## src/sv/sdcf_pkg.sv

```systemverilog
package sdcf_pkg;

  localparam int unsigned ValueW    = 32;
  localparam int unsigned CharW     = 8;
  localparam int unsigned DigitW    = 4;
  localparam int unsigned MaxDigits = 10;
  localparam int unsigned CntW      = $clog2(MaxDigits + 1);
  localparam int unsigned IdxW      = $clog2(MaxDigits);

  // floor(x / 10) == (x * RecipTen) >> RecipShift for every 32-bit x.
  localparam logic [ValueW-1:0] RecipTen   = 32'hCCCC_CCCD;
  localparam int unsigned       RecipShift = 35;
  localparam int unsigned       ProdW      = 2 * ValueW;

  localparam logic [CharW-1:0] AsciiZero  = 8'h30;
  localparam logic [CharW-1:0] AsciiMinus = 8'h2D;
  localparam logic [CharW-1:0] AsciiComma = 8'h2C;
  localparam logic [CharW-1:0] AsciiCr    = 8'h0D;

  typedef enum logic [2:0] {
    StIdle,
    StMul,
    StDiv,
    StSign,
    StDigit,
    StSep
  } state_e;

  typedef struct packed {
    logic load;
    logic mul;
    logic div;
    logic emit_sign;
    logic emit_digit;
    logic emit_sep;
  } cmd_t;

  typedef struct packed {
    logic q_zero;
    logic negative;
    logic cnt_one;
    logic out_free;
  } status_t;

endpackage

```

## src/sv/sdcf_ctrl.sv

```systemverilog
module sdcf_ctrl (
  input  logic             clk_i,
  input  logic             rst_ni,
  input  logic             in_valid_i,
  output logic             in_stall_o,
  input  sdcf_pkg::status_t status_i,
  output sdcf_pkg::cmd_t    cmd_o
);

  sdcf_pkg::state_e state_q, state_d;

  always_ff @(posedge clk_i or negedge rst_ni) begin
    if (!rst_ni) begin
      state_q <= sdcf_pkg::StIdle;
    end else begin
      state_q <= state_d;
    end
  end

  always_comb begin
    state_d = state_q;
    unique case (state_q)
      sdcf_pkg::StIdle: begin
        if (in_valid_i) begin
          state_d = sdcf_pkg::StMul;
        end
      end
      sdcf_pkg::StMul: begin
        state_d = sdcf_pkg::StDiv;
      end
      sdcf_pkg::StDiv: begin
        if (!status_i.q_zero) begin
          state_d = sdcf_pkg::StMul;
        end else if (status_i.negative) begin
          state_d = sdcf_pkg::StSign;
        end else begin
          state_d = sdcf_pkg::StDigit;
        end
      end
      sdcf_pkg::StSign: begin
        if (status_i.out_free) begin
          state_d = sdcf_pkg::StDigit;
        end
      end
      sdcf_pkg::StDigit: begin
        if (status_i.out_free && status_i.cnt_one) begin
          state_d = sdcf_pkg::StSep;
        end
      end
      sdcf_pkg::StSep: begin
        if (status_i.out_free) begin
          state_d = sdcf_pkg::StIdle;
        end
      end
      default: begin
        state_d = sdcf_pkg::StIdle;
      end
    endcase
  end

  always_comb begin
    cmd_o      = '0;
    in_stall_o = 1'b1;
    unique case (state_q)
      sdcf_pkg::StIdle: begin
        in_stall_o = 1'b0;
        cmd_o.load = in_valid_i;
      end
      sdcf_pkg::StMul:   cmd_o.mul        = 1'b1;
      sdcf_pkg::StDiv:   cmd_o.div        = 1'b1;
      sdcf_pkg::StSign:  cmd_o.emit_sign  = status_i.out_free;
      sdcf_pkg::StDigit: cmd_o.emit_digit = status_i.out_free;
      sdcf_pkg::StSep:   cmd_o.emit_sep   = status_i.out_free;
      default: begin
        in_stall_o = 1'b1;
      end
    endcase
  end

  // An accepted item keeps the input stalled until its separator is queued.
  a_stall_after_load : assert property (@(posedge clk_i) disable iff (!rst_ni)
    cmd_o.load |=> in_stall_o)
    else $error("input not stalled after an item was accepted");

  a_sep_ends_item : assert property (@(posedge clk_i) disable iff (!rst_ni)
    cmd_o.emit_sep |=> state_q == sdcf_pkg::StIdle)
    else $error("separator byte did not return the controller to idle");

  a_emit_needs_room : assert property (@(posedge clk_i) disable iff (!rst_ni)
    (cmd_o.emit_sign || cmd_o.emit_digit || cmd_o.emit_sep) |-> status_i.out_free)
    else $error("byte emitted while the output register was occupied");

endmodule

```

## src/sv/sdcf_dpath.sv

```systemverilog
module sdcf_dpath (
  input  logic                          clk_i,
  input  logic                          rst_ni,
  input  logic [sdcf_pkg::ValueW-1:0]   value_i,
  input  logic                          ends_line_i,
  input  logic                          out_stall_i,
  output logic                          out_valid_o,
  output logic [sdcf_pkg::CharW-1:0]    char_byte_o,
  output logic                          last_byte_o,
  input  sdcf_pkg::cmd_t                cmd_i,
  output sdcf_pkg::status_t             status_o
);

  logic [sdcf_pkg::ValueW-1:0] mag_q;
  logic                        neg_q;
  logic                        eol_q;
  logic [sdcf_pkg::ProdW-1:0]  prod_q;
  logic [sdcf_pkg::DigitW-1:0] digits_q [sdcf_pkg::MaxDigits];
  logic [sdcf_pkg::CntW-1:0]   cnt_q;
  logic                        out_valid_q;
  logic [sdcf_pkg::CharW-1:0]  char_q;
  logic                        last_q;

  logic [sdcf_pkg::ValueW-1:0] quot;
  logic [sdcf_pkg::ValueW-1:0] rem;
  logic [sdcf_pkg::ValueW-1:0] in_mag;
  logic [sdcf_pkg::CntW-1:0]   cnt_dec;
  logic [sdcf_pkg::IdxW-1:0]   wr_idx;
  logic [sdcf_pkg::IdxW-1:0]   rd_idx;
  logic                        emit;
  logic                        out_free;

  assign in_mag  = value_i[sdcf_pkg::ValueW-1] ? (~value_i + 32'd1) : value_i;
  assign quot    = {{sdcf_pkg::RecipShift - sdcf_pkg::ValueW{1'b0}},
                    prod_q[sdcf_pkg::ProdW-1:sdcf_pkg::RecipShift]};
  assign rem     = mag_q - (quot << 3) - (quot << 1);
  assign cnt_dec = cnt_q - 4'd1;
  assign wr_idx  = cnt_q[sdcf_pkg::IdxW-1:0];
  assign rd_idx  = cnt_dec[sdcf_pkg::IdxW-1:0];
  assign emit    = cmd_i.emit_sign | cmd_i.emit_digit | cmd_i.emit_sep;
  assign out_free = !out_valid_q || !out_stall_i;

  // Operand and digit registers carry no reset.
  always_ff @(posedge clk_i) begin
    if (cmd_i.load) begin
      mag_q <= in_mag;
      neg_q <= value_i[sdcf_pkg::ValueW-1];
      eol_q <= ends_line_i;
    end else if (cmd_i.div) begin
      mag_q <= quot;
    end
    if (cmd_i.mul) begin
      prod_q <= {{sdcf_pkg::ValueW{1'b0}}, mag_q} * {{sdcf_pkg::ValueW{1'b0}}, sdcf_pkg::RecipTen};
    end
    if (cmd_i.div) begin
      digits_q[wr_idx] <= rem[sdcf_pkg::DigitW-1:0];
    end
    if (cmd_i.emit_sign) begin
      char_q <= sdcf_pkg::AsciiMinus;
      last_q <= 1'b0;
    end else if (cmd_i.emit_digit) begin
      char_q <= sdcf_pkg::AsciiZero | {4'b0, digits_q[rd_idx]};
      last_q <= 1'b0;
    end else if (cmd_i.emit_sep) begin
      char_q <= eol_q ? sdcf_pkg::AsciiCr : sdcf_pkg::AsciiComma;
      last_q <= 1'b1;
    end
  end

  always_ff @(posedge clk_i or negedge rst_ni) begin
    if (!rst_ni) begin
      cnt_q       <= '0;
      out_valid_q <= 1'b0;
    end else begin
      if (cmd_i.load) begin
        cnt_q <= '0;
      end else if (cmd_i.div) begin
        cnt_q <= cnt_q + 4'd1;
      end else if (cmd_i.emit_digit) begin
        cnt_q <= cnt_dec;
      end
      if (emit) begin
        out_valid_q <= 1'b1;
      end else if (!out_stall_i) begin
        out_valid_q <= 1'b0;
      end
    end
  end

  assign status_o.q_zero   = (quot == '0);
  assign status_o.negative = neg_q;
  assign status_o.cnt_one  = (cnt_q == 4'd1);
  assign status_o.out_free = out_free;

  assign out_valid_o = out_valid_q;
  assign char_byte_o = char_q;
  assign last_byte_o = last_q;

  a_cnt_range : assert property (@(posedge clk_i) disable iff (!rst_ni)
    cnt_q <= 4'(sdcf_pkg::MaxDigits))
    else $error("digit count beyond ten");

  a_digit_stored : assert property (@(posedge clk_i) disable iff (!rst_ni)
    cmd_i.emit_digit |-> cnt_q != '0)
    else $error("digit emitted with no digit stored");

  a_last_is_sep : assert property (@(posedge clk_i) disable iff (!rst_ni)
    (out_valid_q && last_q) |->
      (char_q == sdcf_pkg::AsciiComma || char_q == sdcf_pkg::AsciiCr))
    else $error("last byte is not a separator");

endmodule

```

## src/sv/signed_decimal_csv_formatter.sv

```systemverilog
// Prints one signed 32-bit value per input item as decimal ASCII text for a
// comma separated line, one byte per output item: a minus sign for negative
// values, the digits most significant first without leading zeros (zero
// prints as a single '0'), then a comma, or a carriage return when
// ends_line_i is set. The closing byte carries last_byte_o. The most
// negative value prints correctly. An item with d digits is accepted, then
// converted by d divide-by-ten steps (each a registered 32x32 reciprocal
// multiply followed by a remainder step), then emitted at one byte per
// cycle while the output is not stalled. The input is stalled while an
// item is being converted and emitted; the result register lets the next
// item be accepted while the last byte of the previous one still waits to
// be taken.
module signed_decimal_csv_formatter (
  input  logic                        clk_i,
  input  logic                        rst_ni,
  input  logic                        in_valid_i,
  output logic                        in_stall_o,
  input  logic [sdcf_pkg::ValueW-1:0] value_i,
  input  logic                        ends_line_i,
  output logic                        out_valid_o,
  input  logic                        out_stall_i,
  output logic [sdcf_pkg::CharW-1:0]  char_byte_o,
  output logic                        last_byte_o
);

  // Commands from the controller and status back from the datapath.
  sdcf_pkg::cmd_t    cmd;
  sdcf_pkg::status_t status;

  // The controller sequences load, the divide-by-ten loop and byte output.
  sdcf_ctrl u_ctrl (
    .clk_i      (clk_i),
    .rst_ni     (rst_ni),
    .in_valid_i (in_valid_i),
    .in_stall_o (in_stall_o),
    .status_i   (status),
    .cmd_o      (cmd)
  );

  // The datapath holds the magnitude, the digit store and the output register.
  sdcf_dpath u_dpath (
    .clk_i       (clk_i),
    .rst_ni      (rst_ni),
    .value_i     (value_i),
    .ends_line_i (ends_line_i),
    .out_stall_i (out_stall_i),
    .out_valid_o (out_valid_o),
    .char_byte_o (char_byte_o),
    .last_byte_o (last_byte_o),
    .cmd_i       (cmd),
    .status_o    (status)
  );

endmodule
```

## config.mk

```make
export PLATFORM = sky130hd
export DESIGN_NAME = signed_decimal_csv_formatter
export DESIGN_NICKNAME = d
export VERILOG_FILES = /design/src/sv/sdcf_pkg.sv /design/src/sv/sdcf_ctrl.sv /design/src/sv/sdcf_dpath.sv /design/src/sv/signed_decimal_csv_formatter.sv
export SDC_FILE = /design/constraint.sdc
export NUM_CORES = 1
export LEC_CHECK = 0
export BUFFER_PORTS_ARGS = -buffer_cell sky130_fd_sc_hd__buf_2
export CORE_MARGIN = 1.5
export CORE_UTILIZATION = 50
export DETAILED_ROUTE_END_ITERATION = 16
export PLACE_DENSITY_LB_ADDON = 0.3
export SYNTH_ARGS = -nofsm -noshare
export SYNTH_HDL_FRONTEND = slang
export SYNTH_SLANG_ARGS = --single-unit
```

## constraint.sdc

```tcl
create_clock -name clk_i -period 6.8 [get_ports clk_i]
set_input_delay 0.34 -clock clk_i [delete_from_list [all_inputs] [get_ports clk_i]]
set_output_delay 0.34 -clock clk_i [all_outputs]
set_load 0.01 [all_outputs]
```

* Word level (Yosys, flattened, before mapping) *
Memory sizes are Yosys's and may differ from the RTL's.
Cells that the tools add are included.
Widths: inputs -> output; s select.

cells by class
  reduce and logical (&&, ||, !) cells = 11
  multiplexer cells = 27
  add/subtract/negate cells = 5
  bitwise logic cells = 3
  $mul = 1
  equal/unequal tests = 11

operator list
  kind                    number
  $mux 32                 3
  $mul 32x32->64 const B  1
  $add 32x1->32 const B   1
  $logic_not 32->1        1
  $not 32->32             1
  $mux 3                  6
  $pmux 3 s6              1
  $mux 4                  3
  $mux 1                  11
  $mux 5                  2
  $ne 2x1->1 const B      4
  $sub 4x4->4             2
  $eq 3x2->1 const B      2
  $eq 3x3->1 const B      2
  $mux 6                  1
  $add 4x1->4 const B     1
  $eq 4x1->1 const B      1
  $reduce_and 4->1        1
  $reduce_bool 2->1       2
  $sub 4x1->4 const B     1
  $eq 3x1->1 const B      1
  $logic_not 3->1         1
  $reduce_bool 3->1       1
  $logic_not 1->1         2
  other kinds (5)         6

storage, ports and cells
  word-level logic and storage cells = 69
  memories kept = 1
  input port bits = 37
  register bits = 113
  bits in writable memories = 40
  output and inout port bits = 11

memory list
  memory            words  bits a word  read ports  clocked after Yosys merged registers in  write ports  line              RTL
  u_dpath.digits_q  10     4            1           0                                        1            sdcf_dpath.sv:18  logic [sdcf_pkg::DigitW-1:0] digits_q [sdcf_pkg::MaxDigits];

* Longest topological paths before layout *
Gate-level depths: netlist of the first run.

  depth in word-level cells = 6
  gate-level depth with buffers = 26
  mapped depth without buffers = 24

* Cells and area by module *
Synthesis of the first run repeated with hierarchy kept, for this count alone.

unflattened totals
  cell total of the unflattened synthesis = 2,119
  area total of the unflattened synthesis = 22,230.1 um^2

modules (own cells, without submodules)
  module      seq. area each (um^2)  cells each  times used  area an instance (um^2)
  sdcf_dpath  3,358.2                2,086       1           21,988.6
  sdcf_ctrl   75.1                   33          1           241.5

* Least setup slack after synthesis of the first run *
OpenSTA, ideal clock, no wires.

  path kind = register -> register
  start = register u_dpath.mag_q[19] (netlist bit)
  end = register u_dpath.prod_q[46] (netlist bit) (data pin)
  slack = 0.150 ns
  buffers on the path = 1
  data arrival time = 6.386 ns
  library setup time = 0.264 ns
  required time = 6.536 ns
  clock period less this slack = 6.650 ns
  cell stages (with the launch flop) = 26
  cells stage by stage = edfxtp_1 > ha_1 > inv_1 > fa_1 > inv_1 > fa_1 > inv_1 > fa_1 > inv_1 > fa_1 > fa_1 > fa_1 > inv_1 > fa_1 > inv_1 > ha_1 > clkbuf_1 > nand4_1 > nor2_1 > o2111ai_1 > nand2_1 > nand4_1 > o21a_1 > o31ai_1 > a21boi_0 > xnor2_1

between the ends
  longest elaborated chain between the ends = 1

RTL lines
  element                   line              RTL
  start: declaration        sdcf_dpath.sv:14  logic [sdcf_pkg::ValueW-1:0] mag_q;
  start signal: assignment  sdcf_dpath.sv:46  mag_q <= in_mag;
  start signal: assignment  sdcf_dpath.sv:50  mag_q <= quot;
  $mul 32x32->64            sdcf_dpath.sv:53  prod_q <= {{sdcf_pkg::ValueW{1'b0}}, mag_q} * {{sdcf_pkg::ValueW{1'b0}}, sdcf_pkg::RecipTen};
  end signal: assignment    sdcf_dpath.sv:53
  end: declaration          sdcf_dpath.sv:17  logic [sdcf_pkg::ProdW-1:0] prod_q;

Every way passes these cells.
A chain may end at the register's enable or synchronous reset.

* Worst setup path in the final report of the first run *
  start = register u_dpath.mag_q[20] (netlist bit)
  end = register u_dpath.prod_q[51] (netlist bit) (data pin)

The elaborated chain is that of the path after synthesis.

==> flow_summary.toml, run 1 <==
[placed_design]
place.port_buffers = 45
post-place-ws_ns = -0.3367
gp_congestion = 1.001
detailed_place_hpwl_um = 58130

[run]
maxCapViolations = 0

[layout]
num_antenna_cells = 0
filler_cell_count = 3554
layout.area.seq_um2 = 3433
areaGrowthSynthToFinish_pct = 21.11
post_route_cells_drive_above_1_share_pct = 22.23
multi_input_comb_area_um2 = 17440
final_net_count = 3247

[sta]
finalClockSkew_ns = 0.03703
finalHoldViolations = 0
period_minus_slack_ns = 6.914
slew_violations = 0
worst_hold_slack_ns = 0.08934
post-route-period-util_pct = 101.7
worst_slew_margin_rel_pct = 34.80
setup_slack_ns = -0.1137
fmax_ghz = 0.1446
worst-slew-pin-transition_ns = 0.9710
finalSetupViolCount = 10
grt_setup_unrepaired = "true"

[worst_setup_path]
critical_path_peak_fanout = 5
worst_path_max_delay_cell = "sky130_fd_sc_hd__fa_1"
crit_path_start_kind = "flip-flop"
cp.required_ns = 6.99
endpoint = "u_dpath.prod_q[51]"
critical_path.reg2reg.endpoint = "u_dpath.prod_q[51]"
r2r_start = "u_dpath.mag_q[20]"
critPathLaunch = "u_dpath.mag_q[20]"
worst-setup-path-type = "flip-flop to flip-flop"
cp_num_buf_inv = 10
critPathCaptureType = "flip-flop"
r2r.worst_path.cells = 28
number_of_stages_on_the_worst_setup_path = 28
critical_path.top_delay_family = "adder cells"
worst-r2r-setup-slack_ns = -0.11
arrival_ns = 7.11
critPathMaxStageDelay_ns = 0.56
path_common_cell = "sky130_fd_sc_hd__fa_1"

[detailed_routing]
firstDrtPassIters = 5
routed_len_inst_um = 21.93
finalWirelength_um = 67190
viasPerCell = 5.397
routed-via-count = 16535
drt_iter0_markers = 1100
detail-route-antenna-nets = 0
drc_errors_left = 0

[floorplanning]
dieHeight_um = 213.6
total_die_area_um2 = 45630
initial_utilization_pct = 51.04
core_area_um2 = 43460
placement_rows = 76
io_pins = 48
floorplan.die.width_um = 213.6

[global_routing]
wire_length_of_the_first_global_routing_pass_um = 103600
globalRoute.totalOverflow = 0
grt_pass1_vias = 17678
gr-usage-all-layers_pct = 31.17
top_usage_layer = "met2"
grtUsageMet3_pct = 6.503
globalRouteMet1Util_pct = 42.77
initial_antenna_violation_count = 1
met2_usage_pct = 50.09
grt_start_max_net_pins = 63

[run_status]
violated_checks = "negative setup slack"
status = "complete, but fails checks"

[logic_synthesis]
ys_seq_elements = 118
synth.lib_cells_used.distinct = 64
asyncSetResetFlopFracSynth_pct = 6.780
synth.avg_cell_area_um2 = 10.39
synth_top_flop_cell = "sky130_fd_sc_hd__edfxtp_1"
syn-cell-area_um2 = 22180
sequential_to_total_area_share_from_yosys_stat_pct = 15.48
syn_inst_count = 2135
yosysWarningCount = 0
count_of_flip_flops_with_a_built_in_enable_after_synthesis = 103

[clocking]
cts.path.max_buffers = 2
clock-sinks = 118
path_clk_slew_ns = 0.09
clock_tree.root_cell = "sky130_fd_sc_hd__clkbuf_16"
worstSkewPairLatency_ns = 0.45
numCtsBuffers = 17
htree_num_levels = 4
tritoncts_clock_tree = "built"

[worst_hold_path]
min_path_type = "primary input to flip-flop"
## registers in the layout, indices dropped and copies added (netlist names)
signal	cells
u_dpath.out_valid_o	1
u_dpath.prod_q	29
u_dpath.char_byte_o	6
u_dpath.neg_q	1
u_dpath.digits_q	40
u_dpath.last_byte_o	1
u_ctrl.state_q	3
u_dpath.mag_q	32
u_dpath.eol_q	1
u_dpath.cnt_q	4
## layout make-up
type	count	area share, %
flip-flops and latches	118	12.78
multi-input cells	1411	64.91
inverters	570	7.979
clock buffers	18	1.677
well taps	585	2.725
repair buffers	348	9.456
clock inverters	14	0.4704
## timing repair
item,CTS,global route
endpoints found under the hold margin,8,0
hold buffers,1,0
buffers inserted,20,33
pin swaps,44,81
endpoints found under the setup margin,22,25
gates resized for setup,81,104
## stage by stage
stage / TNS [ns] / util (%) / instances / area [µm²]
finish: -0.5630 / 61.81 / 3064 / 26860
global placement: -3.251 / 57.22 / 2979 / 24870
global route: -3.378 / 61.81 / 3064 / 26860
detailed placement: -3.505 / 57.22 / 2979 / 24870
floorplan: 0 / - / 2136 / 22180
CTS: 0 / 60.04 / 3032 / 26090
## kinds of logic (layout without fill, tap and decap cells)
group	after synthesis	count (layout)	synth area share, %
other	1	2	0.01691
adders and majority gates	744	744	55.07
AOI/OAI and AO/OA	267	267	7.559
muxes	16	16	1.185
buffers and inverters	607	950	10.34
and+or+nand+nor	271	271	5.968
xor gates and xnor gates	111	111	4.383
DFF	118	118	15.48
## cells in the mapped netlist, types with 6 or more instances
library cell               number  area, µm²
sky130_fd_sc_hd__a211oi_1       7      52.55
sky130_fd_sc_hd__and2_1        21      131.4
sky130_fd_sc_hd__nor2b_1        8      50.05
sky130_fd_sc_hd__ha_1         357       4467
sky130_fd_sc_hd__fa_1         387       7747
sky130_fd_sc_hd__nor4_1         9      56.30
sky130_fd_sc_hd__dfxtp_1        7      140.1
sky130_fd_sc_hd__o31ai_1        9      67.56
sky130_fd_sc_hd__o41ai_1        7      61.31
sky130_fd_sc_hd__and3_1         6      37.54
sky130_fd_sc_hd__a21oi_1       76      380.4
sky130_fd_sc_hd__nand3_1       17      85.08
sky130_fd_sc_hd__o21a_1         8      60.06
sky130_fd_sc_hd__a31oi_1        6      37.54
sky130_fd_sc_hd__o21ai_0       65      325.3
sky130_fd_sc_hd__xor2_1        72      630.6
sky130_fd_sc_hd__a21o_1        36      270.3
sky130_fd_sc_hd__clkbuf_1      33      123.9
sky130_fd_sc_hd__nand4_1       20      125.1
sky130_fd_sc_hd__nand2_1       99      371.6
sky130_fd_sc_hd__inv_1        569       2136
sky130_fd_sc_hd__nor3_1        15      75.07
sky130_fd_sc_hd__o21bai_1       8      60.06
sky130_fd_sc_hd__o211ai_1      10      75.07
sky130_fd_sc_hd__nor2_1        52      195.2
sky130_fd_sc_hd__dfrtp_1        8      200.2
sky130_fd_sc_hd__o21ai_1       10      50.05
sky130_fd_sc_hd__edfxtp_1     103       3093
sky130_fd_sc_hd__xnor2_1       39      341.6
sky130_fd_sc_hd__mux4_2         8      180.2
sky130_fd_sc_hd__mux2i_1        6      60.06
## per-layer routing
metal,vias to the layer above,routed length [µm]
li1,7471,-
met1,8276,28110
met2,644,31300
met3,142,5427
met4,2,2340
met5,-,12
## worst min-delay path by stage
stage | endpoint | slack (ns) | from | cells past startpoint
floorplan | u_ctrl.state_q[0] | 0.04 | rst_ni | 0
global placement | u_dpath.out_valid_o | 0.19 | rst_ni | 1
detailed placement | u_dpath.out_valid_o | 0.19 | rst_ni | 1
CTS | u_dpath.eol_q | 0.08 | ends_line_i | 1
global route | u_dpath.eol_q | 0.08 | ends_line_i | 1
finish | u_dpath.eol_q | 0.09 | ends_line_i | 1
## cell usage in the layout (no fill, tap or decap), drive strengths merged, types with 4 or more instances in the layout
master	count
buf	347
o21bai	8
and3	6
a21oi	76
or4	4
nor2b	8
nand4	20
mux2i	6
o211ai	10
and2	21
o21a	8
nand3	17
nand2b	4
nor3	15
o21ai	75
clkbuf	18
or3	8
xor2	72
o41ai	9
inv	581
o31ai	10
ha	357
a31oi	6
nand2	99
edfxtp	103
xnor2	39
nor2	52
nor4	10
dfrtp	8
fa	387
a211oi	7
a21o	36
mux4	8
dfxtp	7
Power of run 1 is left out: the tool's default activity adds up to more than one toggle a clock period on the data nets, which glitch-free logic cannot reach.
==> run 2, diff against run 1 <==
Settings changed: ABC_AREA set to 1, CORE_ASPECT_RATIO set to 1.25.
==> flow_summary.toml, run 2 <==
[detailed_routing]
firstDrtPassIters = 6
routed_len_inst_um = 21.78
detail-route-antenna-nets = 0
drc_errors_left = 0
viasPerCell = 5.206
drt_iter0_markers = 1378
finalWirelength_um = 81540
routed-via-count = 19491

[sta]
worst-slew-pin-transition_ns = 1.009
setup_slack_ns = 0.1839
worst_slew_margin_rel_pct = 32.03
finalClockSkew_ns = 0.01963
period_minus_slack_ns = 6.616
post-route-period-util_pct = 97.30
fmax_ghz = 0.1511
final.setup.tns_ns = 0
finalHoldViolations = 0
finalSetupViolCount = 0
slew_violations = 0

[floorplanning]
io_pins = 48
total_die_area_um2 = 50480
dieHeight_um = 250.8
initial_utilization_pct = 50.74
placement_rows = 90
floorplan.die.width_um = 201.3
core_area_um2 = 48420

[layout]
largest_register = "u_dpath.digits_q"
layout_commonest_cell = "sky130_fd_sc_hd__inv_1"
reg_top3 = "u_dpath.digits_q x40, u_dpath.mag_q x32, u_dpath.prod_q x29"
filler_cell_count = 4519
mostFrequentLayoutCells = "sky130_fd_sc_hd__inv_1 (790), sky130_fd_sc_hd__nand2_1 (521), sky130_fd_sc_hd__fa_1 (387)"
areaGrowthSynthToFinish_pct = 11.09
largest_reg_flops = 40
post_route_cells_drive_above_1_share_pct = 10.23
final_net_count = 3867

[logic_synthesis]
asyncSetResetFlopFracSynth_pct = 6.780
syn_inst_count = 2895
synth.avg_cell_area_um2 = 8.487
netlist_top_cells_area = "sky130_fd_sc_hd__fa_1 (32%), sky130_fd_sc_hd__ha_1 (18%), sky130_fd_sc_hd__edfxtp_1 (13%)"
sequential_to_total_area_share_from_yosys_stat_pct = 13.97
synth.lib_cells_used.distinct = 44
netlist.area_leader.share_pct = 31.53
yosysWarningCount = 0
synth_top_flop_cell = "sky130_fd_sc_hd__edfxtp_1"
ys_seq_elements = 118
synth_commonest_cells = "sky130_fd_sc_hd__inv_1 (791), sky130_fd_sc_hd__nand2_1 (523), sky130_fd_sc_hd__fa_1 (387)"
synth_area_leader_cell = "sky130_fd_sc_hd__fa_1"
count_of_flip_flops_with_a_built_in_enable_after_synthesis = 103
syn-cell-area_um2 = 24570
yosys.cell_count.top_type = "sky130_fd_sc_hd__inv_1"

[worst_setup_path]
critPathMaxStageDelay_ns = 0.57
critical_path.top_delay_family = "adder cells"
cp_num_buf_inv = 5
arrival_ns = 6.83
cp.required_ns = 7.01
crit_path_cell_trace = "ha_1 > buf_4 > ha_1 > xor2_1 > ha_1 > inv_1 > fa_1 > inv_1 > fa_1 > inv_1 > fa_1 > inv_1 > fa_1 > fa_1 > ha_1 > a21oi_1 > o21bai_1 > a21oi_1 > nand3_1 > nand2_1 > nand2_1 > nand2_1 > nand2_1"
worst_path_max_delay_cell = "sky130_fd_sc_hd__edfxtp_1"
critPathCaptureType = "flip-flop"
path_common_cell = "sky130_fd_sc_hd__fa_1"
critical_path_peak_fanout = 6
worst-setup-path-type = "flip-flop to flip-flop"
crit_path_start_kind = "flip-flop"

[placed_design]
gp_congestion = 1.059
place.port_buffers = 45
detailed_place_hpwl_um = 72710
post-place-ws_ns = 0.1450

[worst_hold_path]
min_path_type = "primary input to flip-flop"

[clocking]
worstSkewPairLatency_ns = 0.46
numCtsBuffers = 17
clock_tree.root_cell = "sky130_fd_sc_hd__clkbuf_16"
clock-sinks = 118
htree_num_levels = 4
path_clk_slew_ns = 0.07
cts.path.max_buffers = 2
tritoncts_clock_tree = "built"

[run]
maxCapViolations = 0

[global_routing]
initial_antenna_violation_count = 0
grt_pass1_vias = 20783
gr-usage-all-layers_pct = 33.79
globalRoute.totalOverflow = 0
grt_start_max_net_pins = 44
wire_length_of_the_first_global_routing_pass_um = 124200

[run_status]
status = "complete, no violations"
==> run 2: cells by family (layout without fill, tap and decap cells) <==
kind of cell	after synthesis	after routing	synth area share (%)
other cells	1	3	0.01526
flops	118	118	13.97
fa+ha+maj	744	744	49.71
buf+inv	825	1028	12.70
xor+xnor	73	73	2.602
compound gates	236	236	5.312
simple gates	898	898	15.68
==> run 2: worst paths after layout <==
kind	from	to	slack, ns	cells past startpoint
min reg2reg	u_dpath.char_byte_o[5]	u_dpath.char_byte_o[5]	0.48	2
min	ends_line_i	u_dpath.eol_q	0.06	1
max	u_dpath.mag_q[13]	u_dpath.prod_q[58]	0.18	23
max in group asynchronous	rst_ni	u_dpath.cnt_q[0]	6.36	2
min in group asynchronous	rst_ni	u_dpath.out_valid_o	0.26	2
max reg2reg	u_dpath.mag_q[13]	u_dpath.prod_q[58]	0.18	23
==> run 2: worst register-to-register path, cell delays in order, from the launching register on <==
cell,delay (ns)
sky130_fd_sc_hd__edfxtp_1,0.57
sky130_fd_sc_hd__ha_1,0.38
sky130_fd_sc_hd__buf_4,0.19
sky130_fd_sc_hd__ha_1,0.33
sky130_fd_sc_hd__xor2_1,0.16
sky130_fd_sc_hd__ha_1,0.31
sky130_fd_sc_hd__inv_1,0.07
sky130_fd_sc_hd__fa_1,0.48
sky130_fd_sc_hd__inv_1,0.09
sky130_fd_sc_hd__fa_1,0.51
sky130_fd_sc_hd__inv_1,0.06
sky130_fd_sc_hd__fa_1,0.53
sky130_fd_sc_hd__inv_1,0.05
sky130_fd_sc_hd__fa_1,0.57
sky130_fd_sc_hd__fa_1,0.46
sky130_fd_sc_hd__ha_1,0.34
sky130_fd_sc_hd__a21oi_1,0.22
sky130_fd_sc_hd__o21bai_1,0.11
sky130_fd_sc_hd__a21oi_1,0.40
sky130_fd_sc_hd__nand3_1,0.25
sky130_fd_sc_hd__nand2_1,0.15
sky130_fd_sc_hd__nand2_1,0.06
sky130_fd_sc_hd__nand2_1,0.06
sky130_fd_sc_hd__nand2_1,0.05
==> run 2: what timing repair did <==
item	CTS	global route
endpoints found under the setup margin	0	25
gates resized for setup	0	24
hold buffers	1	0
setup buffers	0	27
endpoints found under the hold margin	8	0
==> run 2: through the flow <==
| stage | utilization [%] | cell area, µm² | hold slack [ns] | std cells |
|---|---|---|---|---|
| after floorplan | - | 24570 | 0.04441 | 2896 |
| after global placement | 54.53 | 26400 | 0.1979 | 3683 |
| after detailed placement | 54.53 | 26400 | 0.1948 | 3683 |
| after CTS | 55.75 | 27000 | 0.04628 | 3716 |
| after global routing | 56.36 | 27290 | 0.04913 | 3743 |
| final | 56.37 | 27290 | 0.06174 | 3744 |
==> run 2: cell type report <==
cell class,instances,area (µm²),share of cell area [%]
Timing Repair Buffer,193,1339,4.905
Clock buffer,17,425.4,1.559
Tap cell,644,805.8,2.952
Sequential cell,118,3433,12.58
Multi-Input combinational cell,1953,18120,66.37
Antenna cell,1,2.502,0.009168
Inverter,803,3014,11.04
Clock inverter,15,157.7,0.5776
==> run 2: layer usage <==
metal  share of wire (%)  global-route usage [%]  up-vias  wire, µm
met5                   0                       0        -         0
met4                 8.4                   22.35        0      6878
met3                 4.3                   3.332      217      3490
met2                  48                   58.00      622     39010
met1                  39                   40.49     9448     32160
li1                    -                       -     9204         -
Power of run 2 is left out for the same reason.
